**config.mk**
```make
export PLATFORM = sky130hd
export DESIGN_NAME = pfa_ctrl
export DESIGN_NICKNAME = d
export VERILOG_FILES = /design/src/pfa_pkg.sv /design/src/pfa_ctrl.sv
export SDC_FILE = /design/constraint.sdc
export NUM_CORES = 1
export LEC_CHECK = 0
export ABC_CLOCK_PERIOD_IN_PS = 800
export BUFFER_PORTS_ARGS = -buffer_cell sky130_fd_sc_hd__buf_2
export CAP_MARGIN = 10
export CORE_AREA = 10 10 47 49
export CTS_CLUSTER_DIAMETER = 50
export DETAILED_ROUTE_END_ITERATION = 10
export DIE_AREA = 0 0 57 59
export GPL_ROUTABILITY_DRIVEN = 0
export SYNTH_ARGS = -nofsm -noshare
export SYNTH_HDL_FRONTEND = slang
export SYNTH_SLANG_ARGS = --single-unit
export TNS_END_PERCENT = 10
```
**constraint.sdc**
```tcl
create_clock -name clk -period 0.8 [get_ports clk]
set_input_delay 0.16 -clock clk [delete_from_list [all_inputs] [get_ports clk]]
set_output_delay 0.16 -clock clk [all_outputs]
set_load 0.05 [all_outputs]
```
**src/pfa_pkg.sv**
```systemverilog
`timescale 1ns / 1ps
`default_nettype none

package pfa_pkg;

    localparam int MAX_PAGES_DEF  = 4096;
    localparam int PAGE_SHIFT_DEF = 12;

    localparam int CFG_W  = 13;
    localparam int ADDR_W = 32;
    localparam int REQ_W  = 2;
    localparam int STS_W  = 2;

    typedef logic [REQ_W-1:0] req_t;
    typedef logic [STS_W-1:0] sts_code_t;

    localparam req_t REQ_ALLOC   = 2'd0;
    localparam req_t REQ_FREE    = 2'd1;
    localparam req_t REQ_REBUILD = 2'd2;

    localparam sts_code_t STS_ALLOC = 2'd0;
    localparam sts_code_t STS_EMPTY = 2'd1;
    localparam sts_code_t STS_DONE  = 2'd2;
    localparam sts_code_t STS_FULL  = 2'd3;

    localparam logic CFG_TOTAL    = 1'b0;
    localparam logic CFG_RESERVED = 1'b1;

    typedef enum logic [0:0] {
        S_IDLE,
        S_EXEC
    } state_t;

    typedef struct packed {
        logic load;
        logic commit;
    } dp_cmd_t;

    typedef struct packed {
        logic idx_ready;
    } dp_sts_t;

endpackage

`default_nettype wire

```
**src/pfa_ctrl.sv**
```systemverilog
`timescale 1ns / 1ps
`default_nettype none

module pfa_ctrl (
    input  wire               clk,
    input  wire               rst_n,
    input  wire               s_tvalid,
    output logic              s_tready,
    output logic              m_tvalid,
    input  wire               m_tready,
    output pfa_pkg::dp_cmd_t  cmd,
    input  pfa_pkg::dp_sts_t  sts
);
    import pfa_pkg::*;

    state_t state_reg;
    state_t state_next;
    logic   out_valid_reg;
    logic   out_valid_next;
    logic   out_free;

    assign out_free = !out_valid_reg || m_tready;

    always_comb
    begin
        state_next = state_reg;
        unique case (state_reg)
            S_IDLE:
            begin
                if (s_tvalid)
                begin
                    state_next = S_EXEC;
                end
            end
            S_EXEC:
            begin
                if (sts.idx_ready && out_free)
                begin
                    state_next = S_IDLE;
                end
            end
            default:
            begin
                state_next = S_IDLE;
            end
        endcase
    end

    always_comb
    begin
        s_tready   = 1'b0;
        cmd.load   = 1'b0;
        cmd.commit = 1'b0;
        unique case (state_reg)
            S_IDLE:
            begin
                s_tready = 1'b1;
                cmd.load = s_tvalid;
            end
            S_EXEC:
            begin
                cmd.commit = sts.idx_ready && out_free;
            end
            default:
            begin
                s_tready = 1'b0;
            end
        endcase
    end

    always_comb
    begin
        priority if (cmd.commit)
        begin
            out_valid_next = 1'b1;
        end
        else if (m_tready)
        begin
            out_valid_next = 1'b0;
        end
        else
        begin
            out_valid_next = out_valid_reg;
        end
    end

    assign m_tvalid = out_valid_reg;

    always_ff @(posedge clk or negedge rst_n)
    begin
        if (!rst_n)
        begin
            state_reg     <= S_IDLE;
            out_valid_reg <= 1'b0;
        end
        else
        begin
            state_reg     <= state_next;
            out_valid_reg <= out_valid_next;
        end
    end

endmodule

`default_nettype wire

```
# == After elaboration in Yosys (flattened, before gate mapping) ==
# Cells that the tools add are included.
# W data, S select, Z words.
# totals
reg_bits,2
latchBits,0
ram_bits,0
romBits,0
in_bits,5
output_inout_bits,4
wordCells,15
n_memories,0
# classes
add_sub_neg,0
mul,0
div_mod_pow,0
magnitude_cmp,0
n_eq_ne,0
n_shift,0
n_mux,8
bitwise,1
reduce_logical,4
# ops
cell,n
$mux W1,7
$pmux W1 S2,1
$reduce_bool A2 Y1,1
$logic_and A1 B1 Y1,1
$logic_not A1 Y1,1
$logic_or A1 B1 Y1,1
$not A1 Y1,1

# == Depth between registers and ports, before layout ==
# depth
depth_word,5
ltp_mapped,3
depth_no_buf,2

# == Worst setup path after synthesis ==
# No wires, ideal clock.
# synth_timing
path_type,register -> output
startpoint,register out_valid_reg (netlist: m_tvalid)
endpoint,output cmd[0] (netlist name)
arrival_ns,1.035
required_ns,0.640
path_slack_ns,-0.395
stages_incl_launch_ff,4
path_buffers,1
path_cell_list,dfrtp_1 -> nand2b_4 -> nor2b_1 -> buf_4
# synth_rtl
element,line_no,rtl
from (decl),pfa_ctrl.sv:18,logic out_valid_reg;
from (signal assigned),pfa_ctrl.sv:99,out_valid_reg <= out_valid_next;
to (decl),pfa_ctrl.sv:11,"output pfa_pkg::dp_cmd_t cmd,"

==> load_flow_metrics.sql <==
INSERT INTO impl_metrics (metric_group, metric, value, unit) VALUES
('cells_and_area', 'finish.net_count', '32', ''),
('die', 'dieArea', '0.003363', 'mm²'),
('timing', 'setup_viol', '5', ''),
('critical_path', 'crit_buf_inv', '1', ''),
('die', 'initial_core_util', '0.07679', ''),
('status', 'failed_checks', 'setup timing', ''),
('cells_and_area', 'syn_to_final_growth', '139.5', '%'),
('timing', 'report.final.slew_viol_count', '0', ''),
('global_routing', 'grt_usage', '0.02329', ''),
('critical_path', 'timing_worst_setup_path_type', 'register to output port', ''),
('timing', 'maximum_clock_skew_at_final_layout', '0.01089', 'ns'),
('yosys', 'synth_adder_area_share', '0', ''),
('yosys', 'synthXorXnorAreaFrac', '0', ''),
('timing', 'tightest_slew', '0.1445', 'ns'),
('power_and_ir_drop', 'powerDensity', '2668', 'mW/mm²'),
('clock_network', 'clk_sinks', '2', ''),
('route', 'ant_nets', '0', ''),
('global_routing', 'antenna_violations_before_repair', '0', ''),
('clock_network', 'clk_pin_slew', '0.03', 'ns'),
('yosys', 'postSynthRegisterBits', '2', ''),
('power_and_ir_drop', 'p_sw_frac', '0.3711', ''),
('clock_network', 'insertion_delay', '0.23', 'ns'),
('run', 'maxcap_violations', '0', ''),
('status', 'outcome', 'finished with violations', ''),
('timing', 'finalHoldViolations', '0', ''),
('critical_path', 'worstPathCellList', 'and2b_2 -> buf_8', ''),
('global_routing', 'first_global_vias', '173', ''),
('route', 'finalWirelength', '359', 'µm'),
('global_routing', 'grt.overflow.total', '0', ''),
('yosys', 'synth_sequential_area_ratio', '0.4651', ''),
('critical_path', 'cp_data_required_time', '0.64', 'ns'),
('power_and_ir_drop', 'power_frac_clock', '0.361', ''),
('global_routing', 'pin_count_of_the_biggest_net_entering_global_routing', '5', ''),
('critical_path', 'critPathTopFamily', 'flip-flops', ''),
('critical_path', 'worst_ep_arrival_time', '1.01', 'ns'),
('power_and_ir_drop', 'net_switching_power', '0.0002552', 'W'),
('cells_and_area', 'stdcell_count', '42', ''),
('clock_network', 'post_cts.repair.setup_buffers', '0', ''),
('hold_path', 'holdCritPathClass', 'primary input to register', ''),
('timing', 'setup_repair_after_global_routing_missed_its_margin', 'true', ''),
('yosys', 'postSynthNetCount', '16', ''),
('power_and_ir_drop', 'maximum_ir_drop_on_the_vdd_rail', '798.0', 'µV'),
('clock_network', 'cts-root-buf', 'sky130_fd_sc_hd__clkbuf_4', ''),
('route', 'drt_first_iter_violations', '0', ''),
('critical_path', 'crit_path_start_kind', 'register', ''),
('yosys', 'syn-instance-count', '11', ''),
('yosys', 'most_area_hungry_cell_type_in_the_yosys_netlist', 'sky130_fd_sc_hd__dfrtp_1', ''),
('timing', 'timing.final.ws_setup', '-0.3673', 'ns'),
('yosys', 'cell_types_with_the_largest_area_share_after_synthesis', 'sky130_fd_sc_hd__dfrtp_1, sky130_fd_sc_hd__nand2b_4, sky130_fd_sc_hd__and2b_2, sky130_fd_sc_hd__buf_4, sky130_fd_sc_hd__nand2_1', ''),
('clock_network', 'cts_buffer_depth', '2', ''),
('power_and_ir_drop', 'intPower', '0.0004324', 'W'),
('critical_path', 'worst_path_largest_cell_delay', '0.40', 'ns'),
('yosys', 'netlist_area', '107.6', 'µm²'),
('clock_network', 'cts-htree-levels', '1', ''),
('clock_network', 'cts_tree', 'yes', ''),
('route', 'vias_after_detailed_routing', '136', ''),
('timing', 'timing.max_slew.rel_slack', '0.9037', ''),
('timing', 'period_share', '1.459', ''),
('yosys', 'synth_top_family_by_area', 'simple AND/OR/NAND/NOR gates', ''),
('place', 'place.port_buffers', '8', ''),
('yosys', 'synth_top_cells_by_count', 'sky130_fd_sc_hd__dfrtp_1, sky130_fd_sc_hd__nand2_1', ''),
('timing', 'clock.fmax', '856.7', 'MHz'),
('yosys', 'synthMuxAreaShare', '0', ''),
('critical_path', 'cp-end-kind', 'output port', ''),
('die', 'floorplan.die.height', '59', 'µm'),
('power_and_ir_drop', 'power_frac_comb', '0.430', ''),
('critical_path', 'crit_path_top_delay_cell', 'sky130_fd_sc_hd__dfrtp_1', ''),
('yosys', 'asr_flop_ratio_synth', '1.000', ''),
('yosys', 'synth_enable_flop_cells', '0', ''),
('die', 'std_cell_rows', '14', ''),
('yosys', 'post_synth.cell_area_avg', '9.782', 'µm²');
==> layout by cell type (no fill, tap or decap), drive strengths merged <==
cell type / instances
inv: 1
nor2b: 1
nand2: 2
dlygate4sd3: 1
a31oi: 1
nand2b: 1
buf: 11
dfrtp: 2
clkbuf: 4
nor2: 1
and2b: 1
==> power groups by stage <==
stage	clock network, W	logic [W]	registers, W
5_1_grt	0.000276	0.000309	0.000148
3_3_place_gp	0	0.000231	0.000142
3_5_place_dp	0	0.000231	0.000144
4_1_cts	0.000259	0.000283	0.000142
2_1_floorplan	0	0.000133	0.000173
6_report	0.000248	0.000295	0.000144
==> worst paths after layout <==
path | from | end | slack (ns) | depth (start not counted)
hold / removal | sts | state_reg$_DFF_PN0_ | 0.16 | 2
min in group asynchronous | rst_n | m_tvalid$_DFFE_PN0P_ | 0.24 | 2
hold reg to reg | state_reg$_DFF_PN0_ | state_reg$_DFF_PN0_ | 0.53 | 1
setup / recovery | state_reg$_DFF_PN0_ | cmd[1] | -0.37 | 2
setup reg to reg | state_reg$_DFF_PN0_ | state_reg$_DFF_PN0_ | -0.03 | 3
max in group asynchronous | rst_n | state_reg$_DFF_PN0_ | 0.45 | 2
==> repair_timing <==
item	in CTS	in global routing
endpoints found under the setup margin	5	5
gates resized for setup	9	4
hold buffers	1	0
endpoints found under the hold margin	2	0
==> area by class of cell <==
cell class / count / area, µm²
Timing Repair Buffer: 12 / 97.59
Inverter: 1 / 3.754
Tap cell: 16 / 20.02
Fill cell: 159 / 1144
Clock buffer: 4 / 26.28
Sequential cell: 2 / 51.30
Multi-Input combinational cell: 7 / 58.81
==> kinds of logic (layout without fill, tap and decap cells) <==
kind of cell,after synthesis,in the layout
AOI/OAI and AO/OA,1,1
buffers and inverters,2,17
DFF,2,2
and+or+nand+nor,6,6
==> metrics by stage <==
stage | power [W] | util | hold WS, ns | TNS, ns | worst slack, ns
global route | 0.0007334 | 0.1839 | 0.1685 | -1.515 | -0.4080
detailed placement | 0.0003750 | 0.1313 | -0.05189 | -0.6284 | -0.2143
floorplan | 0.0003058 | - | -0.1356 | -0.4942 | -0.2906
CTS | 0.0006852 | 0.1777 | 0.1402 | -1.342 | -0.3708
finish | 0.0006875 | 0.1839 | 0.1592 | -1.316 | -0.3673
global placement | 0.0003733 | 0.1313 | -0.05304 | -0.6113 | -0.2166
==> per-layer routing <==
layer  GRT usage  routed length, µm  vias up
li1            -                  -       63
met1     0.01417                 98       69
met2     0.03876                223        4
met3     0.02361                 38        0
met4     0.02013                  0        0
met5           0                  0        -
Note: power is estimated with default switching activity, not from simulation.
